===== config.mk =====
export PLATFORM = sky130hd
export DESIGN_NAME = base64_stream_decoder_unit
export DESIGN_NICKNAME = d
export VERILOG_FILES = /design/src/rtl/b64d_pkg.sv /design/src/rtl/b64d_front.sv /design/src/rtl/b64d_queue.sv /design/src/rtl/b64d_back.sv /design/src/rtl/base64_stream_decoder_unit.sv
export SDC_FILE = /design/constraint.sdc
export NUM_CORES = 1
export LEC_CHECK = 0
export ABC_CLOCK_PERIOD_IN_PS = 2810
export BUFFER_PORTS_ARGS = -buffer_cell sky130_fd_sc_hd__buf_4
export CAP_MARGIN = 25
export CORE_MARGIN = 1.5
export CORE_UTILIZATION = 56
export CTS_BUF_LIST = sky130_fd_sc_hd__clkbuf_2 sky130_fd_sc_hd__clkbuf_4 sky130_fd_sc_hd__clkbuf_8
export CTS_CLUSTER_DIAMETER = 100
export CTS_CLUSTER_SIZE = 10
export DETAILED_ROUTE_END_ITERATION = 7
export PLACE_DENSITY = 0.78
export SLEW_MARGIN = 20
export SYNTH_ARGS = -nofsm -noshare
export SYNTH_HDL_FRONTEND = slang
export SYNTH_SLANG_ARGS = --single-unit

===== constraint.sdc =====
create_clock -name clk -period 2.81 [get_ports clk]
set_clock_uncertainty 0.15 [all_clocks]
set_input_delay 0.1405 -clock clk [delete_from_list [all_inputs] [get_ports clk]]
set_output_delay 0.1405 -clock clk [all_outputs]
set_load 0.01 [all_outputs]

===== src/rtl/b64d_pkg.sv =====
// ----------------------------------------------------------------------------
// b64d_pkg
// Shared types, codes and the alphabet lookup for the Base64 stream decoder.
// ----------------------------------------------------------------------------
package b64d_pkg;

	// Character classes produced by the front end
	localparam logic [1:0] CLS_SEXTET = 2'd0;
	localparam logic [1:0] CLS_PAD    = 2'd1;
	localparam logic [1:0] CLS_BAD    = 2'd2;

	// Result kinds on the output stream
	localparam logic [1:0] KIND_DATA = 2'd0;
	localparam logic [1:0] KIND_END  = 2'd1;
	localparam logic [1:0] KIND_PAD  = 2'd2;
	localparam logic [1:0] KIND_BAD  = 2'd3;

	// Classified character as it travels through the queue
	typedef struct packed {
		logic [1:0] cls;
		logic [5:0] sextet;
		logic       last;
	} b64d_entry_t;

	// Alphabet map: sextet value, valid flag in the top bit
	function automatic logic [6:0] sextet_of(input logic [7:0] ch);
		logic [6:0] res;
		res = 7'd0;
		case (ch) inside
			[8'h41:8'h5A]: res = {1'b1, 6'(ch - 8'h41)};
			[8'h61:8'h7A]: res = {1'b1, 6'(ch - 8'h61 + 8'd26)};
			[8'h30:8'h39]: res = {1'b1, 6'(ch - 8'h30 + 8'd52)};
			8'h2B:         res = {1'b1, 6'd62};
			8'h2F:         res = {1'b1, 6'd63};
			default:       res = 7'd0;
		endcase
		return res;
	endfunction

endpackage


===== src/rtl/b64d_front.sv =====
// ----------------------------------------------------------------------------
// b64d_front
// Classifies an incoming character: alphabet sextet, padding or invalid.
// ----------------------------------------------------------------------------
module b64d_front
	import b64d_pkg::*;
(
	input  logic [7:0]  code_char,
	input  logic        message_last,
	output b64d_entry_t entry
);

	logic [6:0] lookup;

	// Alphabet lookup and class decode
	always_comb begin
		lookup       = sextet_of(code_char);
		entry.last   = message_last;
		entry.sextet = lookup[5:0];
		if (code_char == 8'h3D) begin
			entry.cls = CLS_PAD;
		end else if (lookup[6]) begin
			entry.cls = CLS_SEXTET;
		end else begin
			entry.cls = CLS_BAD;
		end
	end

endmodule


===== src/rtl/b64d_queue.sv =====
// ----------------------------------------------------------------------------
// b64d_queue
// Small register FIFO between the classifier and the decode back end.
// ----------------------------------------------------------------------------
module b64d_queue
	import b64d_pkg::*;
#(
	parameter int DEPTH = 4
) (
	input  logic        clk,
	input  logic        arst_n,
	input  logic        push,
	input  b64d_entry_t push_entry,
	output logic        full,
	input  logic        pop,
	output b64d_entry_t head,
	output logic        nonempty
);

	localparam int PW = (DEPTH > 1) ? $clog2(DEPTH) : 1;
	localparam int CW = $clog2(DEPTH + 1);

	b64d_entry_t     mem_q [DEPTH];
	logic [PW-1:0]   wr_ptr_q;
	logic [PW-1:0]   rd_ptr_q;
	logic [CW-1:0]   count_q;

	assign full     = (count_q == CW'(DEPTH));
	assign nonempty = (count_q != '0);
	assign head     = mem_q[rd_ptr_q];

	// Storage write
	always_ff @(posedge clk) begin
		if (push) begin
			mem_q[wr_ptr_q] <= push_entry;
		end
	end

	// Pointers and fill count
	always_ff @(posedge clk or negedge arst_n) begin
		if (!arst_n) begin
			wr_ptr_q <= '0;
			rd_ptr_q <= '0;
			count_q  <= '0;
		end else begin
			if (push) begin
				wr_ptr_q <= (wr_ptr_q == PW'(DEPTH - 1)) ? '0 : wr_ptr_q + 1'b1;
			end
			if (pop) begin
				rd_ptr_q <= (rd_ptr_q == PW'(DEPTH - 1)) ? '0 : rd_ptr_q + 1'b1;
			end
			if (push && !pop) begin
				count_q <= count_q + 1'b1;
			end else if (pop && !push) begin
				count_q <= count_q - 1'b1;
			end
		end
	end

endmodule


===== src/rtl/b64d_back.sv =====
// ----------------------------------------------------------------------------
// b64d_back
// Group tracking, byte assembly and the registered result stage.
// ----------------------------------------------------------------------------
module b64d_back
	import b64d_pkg::*;
(
	input  logic        clk,
	input  logic        arst_n,
	input  logic        q_nonempty,
	input  b64d_entry_t q_head,
	output logic        q_pop,
	output logic        out_valid,
	input  logic        out_ready,
	output logic [7:0]  data_byte,
	output logic [1:0]  kind,
	output logic        end_of_message
);

	logic [1:0] pos_q;
	logic [5:0] pend_q;
	logic       stopped_q;
	logic       out_valid_q;
	logic [7:0] byte_q;
	logic [1:0] kind_q;
	logic       eom_q;

	logic [1:0] pos_d;
	logic [5:0] pend_d;
	logic       stopped_d;
	logic       has_res;
	logic [7:0] res_byte;
	logic [1:0] res_kind;

	// Take an entry whenever the result register is free or draining
	assign q_pop = q_nonempty && (!out_valid_q || out_ready);

	// Decode step for the head entry
	always_comb begin
		pos_d     = pos_q;
		pend_d    = pend_q;
		stopped_d = stopped_q;
		has_res   = 1'b0;
		res_byte  = 8'd0;
		res_kind  = KIND_END;
		if (stopped_q) begin
			has_res = q_head.last;
		end else if (q_head.cls != CLS_SEXTET) begin
			has_res   = 1'b1;
			res_kind  = (q_head.cls == CLS_PAD) ? KIND_PAD : KIND_BAD;
			stopped_d = 1'b1;
		end else begin
			pos_d = pos_q + 2'd1;
			case (pos_q)
				2'd0: begin
					pend_d = q_head.sextet;
				end
				2'd1: begin
					res_byte = {pend_q, q_head.sextet[5:4]};
					pend_d   = {2'b00, q_head.sextet[3:0]};
					has_res  = 1'b1;
					res_kind = KIND_DATA;
				end
				2'd2: begin
					res_byte = {pend_q[3:0], q_head.sextet[5:2]};
					pend_d   = {4'b0000, q_head.sextet[1:0]};
					has_res  = 1'b1;
					res_kind = KIND_DATA;
				end
				default: begin
					res_byte = {pend_q[1:0], q_head.sextet};
					pend_d   = 6'd0;
					has_res  = 1'b1;
					res_kind = KIND_DATA;
				end
			endcase
			if (q_head.last) begin
				has_res = 1'b1;
			end
		end
		// End of message clears the group position, leftover bits and stop flag
		if (q_head.last) begin
			pos_d     = 2'd0;
			pend_d    = 6'd0;
			stopped_d = 1'b0;
		end
	end

	// Decoder state
	always_ff @(posedge clk or negedge arst_n) begin
		if (!arst_n) begin
			pos_q     <= 2'd0;
			pend_q    <= 6'd0;
			stopped_q <= 1'b0;
		end else if (q_pop) begin
			pos_q     <= pos_d;
			pend_q    <= pend_d;
			stopped_q <= stopped_d;
		end
	end

	// Result register valid
	always_ff @(posedge clk or negedge arst_n) begin
		if (!arst_n) begin
			out_valid_q <= 1'b0;
		end else if (q_pop) begin
			out_valid_q <= has_res;
		end else if (out_ready) begin
			out_valid_q <= 1'b0;
		end
	end

	// Result register payload
	always_ff @(posedge clk) begin
		if (q_pop) begin
			byte_q <= res_byte;
			kind_q <= res_kind;
			eom_q  <= q_head.last;
		end
	end

	assign out_valid      = out_valid_q;
	assign data_byte      = byte_q;
	assign kind           = kind_q;
	assign end_of_message = eom_q;

endmodule


===== src/rtl/base64_stream_decoder_unit.sv =====
// Path: a character's result passes the queue, then the result register.
// Throughput: one character and one queue entry a cycle unless the output stalls.
// The queue of QUEUE_DEPTH entries absorbs output stalls before input backpressure.
// Reset: arst_n clears group position, leftover bits, stop flag, queue and output valid.
// ----------------------------------------------------------------------------
// base64_stream_decoder_unit
// Base64 stream decoder: character classifier, queue and decode back end.
// ----------------------------------------------------------------------------
module base64_stream_decoder_unit
	import b64d_pkg::*;
#(
	parameter int QUEUE_DEPTH = 4
) (
	input  logic       clk,
	input  logic       arst_n,
	input  logic       s_axis_tvalid,
	output logic       s_axis_tready,
	input  logic [7:0] s_axis_tdata,   // [7:0] code_char
	input  logic       s_axis_tlast,   // message_last
	output logic       m_axis_tvalid,
	input  logic       m_axis_tready,
	output logic [7:0] m_axis_tdata,   // [7:0] data_byte
	output logic [1:0] m_axis_tuser,   // [1:0] kind
	output logic       m_axis_tlast    // end_of_message
);

	b64d_entry_t entry;
	b64d_entry_t head;
	logic        full;
	logic        nonempty;
	logic        pop;
	logic        push;

	assign s_axis_tready = !full;
	assign push          = s_axis_tvalid && !full;

	// Classify the incoming character
	b64d_front u_front (
		.code_char    (s_axis_tdata),
		.message_last (s_axis_tlast),
		.entry        (entry)
	);

	// Decouple front from back
	b64d_queue #(
		.DEPTH (QUEUE_DEPTH)
	) u_queue (
		.clk        (clk),
		.arst_n     (arst_n),
		.push       (push),
		.push_entry (entry),
		.full       (full),
		.pop        (pop),
		.head       (head),
		.nonempty   (nonempty)
	);

	// Decode and present results
	b64d_back u_back (
		.clk            (clk),
		.arst_n         (arst_n),
		.q_nonempty     (nonempty),
		.q_head         (head),
		.q_pop          (pop),
		.out_valid      (m_axis_tvalid),
		.out_ready      (m_axis_tready),
		.data_byte      (m_axis_tdata),
		.kind           (m_axis_tuser),
		.end_of_message (m_axis_tlast)
	);

endmodule


Word-level counts from Yosys, hierarchy flattened
Memories as Yosys holds them, arrays and structs flattened.
Cells that the tools add are included.
Cells by class
  add/subtract/negate cells: 10
  order comparisons: 6
  eq/ne operators: 11
  multiplexer cells: 33
  reductions and logical operators: 19
Operators with widths (count)
  $mux W7: 5
  $eq A8 B6 Y1 const B: 3
  $pmux W8 S3: 1
  $mux W6: 3
  $pmux W6 S3: 1
  $ge A8 B7 Y1 const B: 2
  $le A8 B7 Y1 const B: 2
  $mux W2: 8
  $mux W1: 13
  $sub A6 B6 Y6 const B: 2
  $ge A8 B6 Y1 const B: 1
  $le A8 B6 Y1 const B: 1
  $logic_and A1 B1 Y1: 7
  $add A2 B1 Y2 const B: 3
  $add A6 B5 Y6 const B: 1
  $add A6 B6 Y6 const B: 1
  $eq A2 B2 Y1 const B: 3
  $mux W3: 2
  $reduce_bool A2 Y1: 3
  $sub A6 B1 Y6 const B: 1
  $eq A2 B1 Y1 const B: 2
  $logic_not A1 Y1: 4
  $ne A2 B1 Y1 const B: 2
  $add A3 B1 Y3 const B: 1
  other kinds (7): 7
Word-level totals
  register bits: 28
  RAM bits: 36
  input bits: 13
  output and inout port bits: 13
  logic and storage cells: 90
  memories kept: 1
Memories
  u_queue.mem_q: depth 4, width 9, rd ports 1, clocked after memory_dff 0, wr ports 1, RTL line b64d_queue.sv:23  | b64d_entry_t mem_q [DEPTH];

Logic depth before layout (Yosys ltp)
  depth in word-level cells: 8
  depth in mapped cells: 9
  gate-level depth less buffers: 9

By module
From an unflattened synthesis, not the netlist that was laid out.
Second synthesis, totals
  cells, all modules: 251
  area total of the unflattened synthesis: 3387.0 µm²
Modules (own cells, without submodules)
  b64d_queue: times used 1, cells each 84, area each 1717.9 µm², sequential area each 1256.2 µm²
  b64d_back: times used 1, cells each 84, area each 1032.2 µm², sequential area each 580.6 µm²
  b64d_front: times used 1, cells each 81, area each 626.9 µm², sequential area each 0.0 µm²
  base64_stream_decoder_unit: times used 1, cells each 2, area each 10.0 µm², sequential area each 0.0 µm²

Worst setup path after synthesis
Ideal clock, no wire load.
  path kind: reg2reg
  from: reg u_queue.count_q[0]
  to: reg u_queue.count_q[1]
  library setup time: 0.125 ns
  arrival time: 2.469 ns
  data required time: 2.535 ns
  slack: 0.067 ns
  cell stages (with the launch flop): 8
  path buffers: 0
  period minus slack after synthesis: 2.743 ns
  path through: dfrtp_1 -> nor3_1 -> a21oi_1 -> inv_1 -> ha_1 -> inv_1 -> fa_1 -> mux2_2
On the way
  elaborated cells between the ends (all ways): 14
  classes of those cells: add/sub (2); eq/ne (1); mux (2); reduce/logical (9)
RTL lines
  start, declared: RTL line b64d_queue.sv:26  | logic [CW-1:0] count_q;
  start signal, assigned: RTL line b64d_queue.sv:53  | count_q <= count_q + 1'b1;
  start signal, assigned: RTL line b64d_queue.sv:55  | count_q <= count_q - 1'b1;
  $reduce_bool A3 Y1 *: RTL line b64d_queue.sv:29  | assign nonempty = (count_q != '0);
  $logic_and A1 B1 Y1 *: RTL line b64d_back.sv:36  | assign q_pop = q_nonempty && (!out_valid_q || out_ready);
  named net pop: RTL line base64_stream_decoder_unit.sv:31  | logic pop;
  $logic_not A1 Y1: RTL line b64d_queue.sv:52  | if (push && !pop) begin
  $logic_and A1 B1 Y1: RTL line b64d_queue.sv:52
  $mux W3 / $reduce_bool A2 Y1 (equally long branches)
Mark *: on every way through the listed nets, which the timed path passes. The rest lies on a longest branch. The select of a mux whose other input is x is not followed.
A chain may end at the register's enable or synchronous reset.

Worst setup path after layout
  from: reg u_queue.rd_ptr_q[0]
  to: reg u_back.pend_q[0]
On the way
  longest elaborated chain between the ends: 5
  elaborated cells between the ends (all ways): 9
  classes of those cells: eq/ne (2); mux (4); reduce/logical (2); memory (1)
Ends and longest elaborated chain
  start, declared: RTL line b64d_queue.sv:25  | logic [PW-1:0] rd_ptr_q;
  start signal, assigned: RTL line b64d_queue.sv:50  | rd_ptr_q <= (rd_ptr_q == PW'(DEPTH - 1)) ? '0 : rd_ptr_q + 1'b1;
  $mem_v2 Z4 W9 *
  $pmux W6 S3: RTL line b64d_back.sv:54  | case (pos_q)
  $mux W6: RTL line b64d_back.sv:48  | end else if (q_head.cls != CLS_SEXTET) begin
  $mux W6: RTL line b64d_back.sv:46  | if (stopped_q) begin
  $mux W6: RTL line b64d_back.sv:82  | if (q_head.last) begin
  end signal, assigned: RTL line b64d_back.sv:97  | pend_q <= pend_d;
  end, declared: RTL line b64d_back.sv:21  | logic [5:0] pend_q;
Every way passes the cells marked *; elsewhere a longest branch is shown, timed or not. The select of a mux whose other input is x is not followed.

==> flow_summary.toml <==
[logic_synthesis]
syn_nets = 288
syn_area_um2 = 3273
postSynth.topFlopCell = "edfxtp_1"
synth-async-reset-ratio_pct = 26.56
yosys.cell_types.count = 46
synthesis.yosys.warnings = 0
post_synth_inst_count = 255
synth.yosys.seq_area_share_pct = 56.12
post_synth_edffs = 47
ys_ff_latch = 64
postSynthAreaPerCell_um2 = 12.84

[clock_network]
clk_transition_reported_paths_ns = 0.07
tritoncts = "built"
cts_post_setup_buffers_inserted = 0
clk_path_buf_depth = 2
cts.hold.buffers_added = 3
clock_insertion_delay_worst_skew_ns = 0.34
cts.htree.levels = 3
cts_sinks = 64
clock-root-buffer = "clkbuf_8"
post_cts_resize_count = 0
cts_inserted_buffers = 9

[critical_path]
setup.worst_path.end_class = "register"
timing.setup.critical_path_class = "register to register"
worstPathCellList = "mux4_1 -> or2_2 -> nor4_4 -> a32o_1"
crit_arrival_ns = 2.49
worst_path_max_delay_cell = "mux4_1"
startpoint_types = "register"
worst_ep_required_time_ns = 2.93
worstPathMaxFanout = 7
crit_path_max_incr_delay_ns = 0.65

[floorplanning]
die-height_um = 79.45
ioPinCount = 26
floorplan.initialDensity_pct = 58.72
floorplan.die.width_um = 79.45
core_region_area_um2 = 5574
std_cell_rows = 27
design.die.area_um2 = 6312

[pwr]
power.static_leakage_nw = 1.496
peakVddDrop_mv = 0.5348
power-per-cell-area_nw_per_um2 = 889.0

[timing]
slew_headroom_pct = 58.86
achievable-frequency_mhz = 422.4
post-route-min-period_ns = 2.367
final_critical_path_setup_slack_ns = 0.4426
timing.final.max_slew_violations = 0
final_hold_vio_count = 0
finalSetupTns_ns = 0
final-setup-viol-count = 0
max_slew.worst_pin.slew_ns = 0.6171
fin_crit_share_pct = 84.25
setup_repair_after_global_routing_missed_its_margin = "false"

[global_routing]
initial_antenna_violation_count = 0
largest_net_degree_at_the_start_of_global_routing = 18
number_of_global_route_vias_before_repair = 2051
groute.usage.overall_pct = 20.35
globalRouteOverflowTotal = 0
global_route_wire_length_before_repair_mm = 9.625

[cells_and_area]
area_growth_pct = 15.52
antennaDiodeCount = 0
post-route-util_pct = 67.83
drive_above_1_share_pct = 18.31
n_fill_cell = 419
final_nets = 323

[detailed_routing]
routed_wl_mm = 5.855
via_count = 2155
first_pass_iters = 4
post_drt_wl_per_cell_um = 15.95
post_drt_via_cell_ratio = 5.872
ant_nets = 0
drt_iter0_markers = 124
remaining_drc_errors = 0

[outcome]
status = "finished, final reports clean"

[placed_design]
place.gp.congestion = 0.9918
dpl.hpwl_mm = 4.217
io_buffer_count = 25
dpl_worst_slack_ns = 0.3550

[run]
timing.max_cap.violations = 0

[min_path]
hp-class = "primary input to async pin"
[area by class of cell]
class | instances | area [um^2] | share of cell area (%)
sequential | 64 | 1837 | 48.58
multi-input combinational | 167 | 1331 | 35.21
timing repair buffer | 32 | 247.7 | 6.552
clock buffer | 10 | 131.4 | 3.475
tap | 72 | 90.09 | 2.383
clock inverter | 6 | 83.83 | 2.217
inverter | 16 | 60.06 | 1.588
[final timing paths]
| kind | start | cells after the start | slack [ns] | endpoint |
|---|---|---|---|---|
| max | u_queue.rd_ptr_q[0] | 4 | 0.44 | u_back.pend_q[0] |
| min reg2reg | u_back.pend_q[4] | 1 | 0.36 | u_back.pend_q[4] |
| min | arst_n | 2 | 0.05 | u_queue.rd_ptr_q[0] |
| min in group clk | s_axis_tdata[0] | 2 | 0.10 | u_queue.mem_q[0][1] |
| max reg2reg | u_queue.rd_ptr_q[0] | 4 | 0.44 | u_back.pend_q[0] |
| max in group asynchronous | arst_n | 2 | 2.25 | u_back.pos_q[1] |
[flip-flops by register name, summed over array words and instances, names as in the netlist]
name                   flops
u_queue.mem_q             36
u_back.pos_q               2
u_back.end_of_message      1
u_queue.count_q            3
u_back.data_byte           8
u_back.out_valid           1
u_back.stopped_q           1
u_queue.rd_ptr_q           2
u_back.pend_q              6
u_queue.wr_ptr_q           2
u_back.kind                2
[critical path, delay by kind of cell (launching register included)]
family	cells	cell delay, ns
DFF	1	0.52
muxes	1	0.65
and+or+nand+nor	2	0.75
AOI/OAI and AO/OA	1	0.24
[cell usage after synthesis, types with 2 or more instances]
master	instances	area, um^2
a211oi_1	2	15.01
a21oi_1	19	95.09
a22oi_1	8	60.06
a2bb2oi_1	2	17.52
a32o_1	6	60.06
and3_1	4	25.02
buf_6	2	22.52
clkbuf_1	6	22.52
dfrtp_1	17	425.4
edfxtp_1	47	1411
ha_1	19	237.7
inv_1	16	60.06
mux2_2	2	22.52
mux4_1	8	210.2
nand2_1	14	52.55
nand2b_1	3	18.77
nand3_1	5	25.02
nor2_1	29	108.9
nor2b_1	2	12.51
nor3_1	4	20.02
nor4_1	2	12.51
o21ai_0	5	25.02
or2_2	2	12.51
or3_1	3	18.77
or4_1	2	15.01
xnor2_1	5	43.79
xor2_1	2	17.52
[report_power, final]
group / switching, mW / total (mW) / internal [mW]
logic: 0.551 / 1.03 / 0.475
registers: 0.170 / 1.49 / 1.32
clock network: 0.342 / 0.847 / 0.504
[logic make-up (layout without fill, tap and decap cells)]
| kind of cell | after synthesis | in the layout | share of synthesized area (%) |
|---|---|---|---|
| flip-flops | 64 | 64 | 56.12 |
| adder cells (fa/ha/maj) | 20 | 20 | 7.875 |
| AND/OR/NAND/NOR | 75 | 75 | 11.39 |
| XOR/XNOR | 7 | 7 | 1.873 |
| buffers and inverters | 24 | 64 | 3.211 |
| AO/OA/AOI/OAI | 53 | 53 | 11.43 |
| multiplexers | 12 | 12 | 8.104 |
[per-stage QoR]
| stage | cells | area (um^2) | hold WS, ns | power [mW] |
|---|---|---|---|---|
| floorplan | 255 | 3273 | -0.3051 | 2.201 |
| global placement | 348 | 3536 | -0.1267 | 2.482 |
| CTS | 367 | 3781 | 0.04719 | 3.385 |
| detailed placement | 348 | 3536 | -0.1264 | 2.535 |
| global route | 367 | 3781 | 0.06670 | 3.559 |
| finish | 367 | 3781 | 0.04976 | 3.361 |
[layer usage]
layer  track usage, %  share of wire (%)  up-vias
met5                0                  0        -
met4            9.825                2.1        0
met3            4.343                3.9       11
met2            34.07                 50       67
met1            25.02                 44     1040
li1                 -                  -     1037
[cells in the final DEF, fill, tap and decap left out, types with 3 or more instances in the layout]
| cell | count |
|---|---|
| dlygate4sd3_1 | 3 |
| buf_4 | 29 |
| nor2_1 | 29 |
| or3_1 | 3 |
| o21ai_0 | 5 |
| inv_1 | 16 |
| a21oi_1 | 19 |
| mux4_1 | 8 |
| dfrtp_1 | 17 |
| nand2_1 | 14 |
| and3_1 | 4 |
| ha_1 | 19 |
| nor3_1 | 4 |
| a32o_1 | 6 |
| xnor2_1 | 5 |
| clkbuf_8 | 9 |
| nand2b_1 | 3 |
| nand3_1 | 5 |
| a22oi_1 | 8 |
| edfxtp_1 | 47 |
Note: power is estimated with default switching activity, not from simulation.
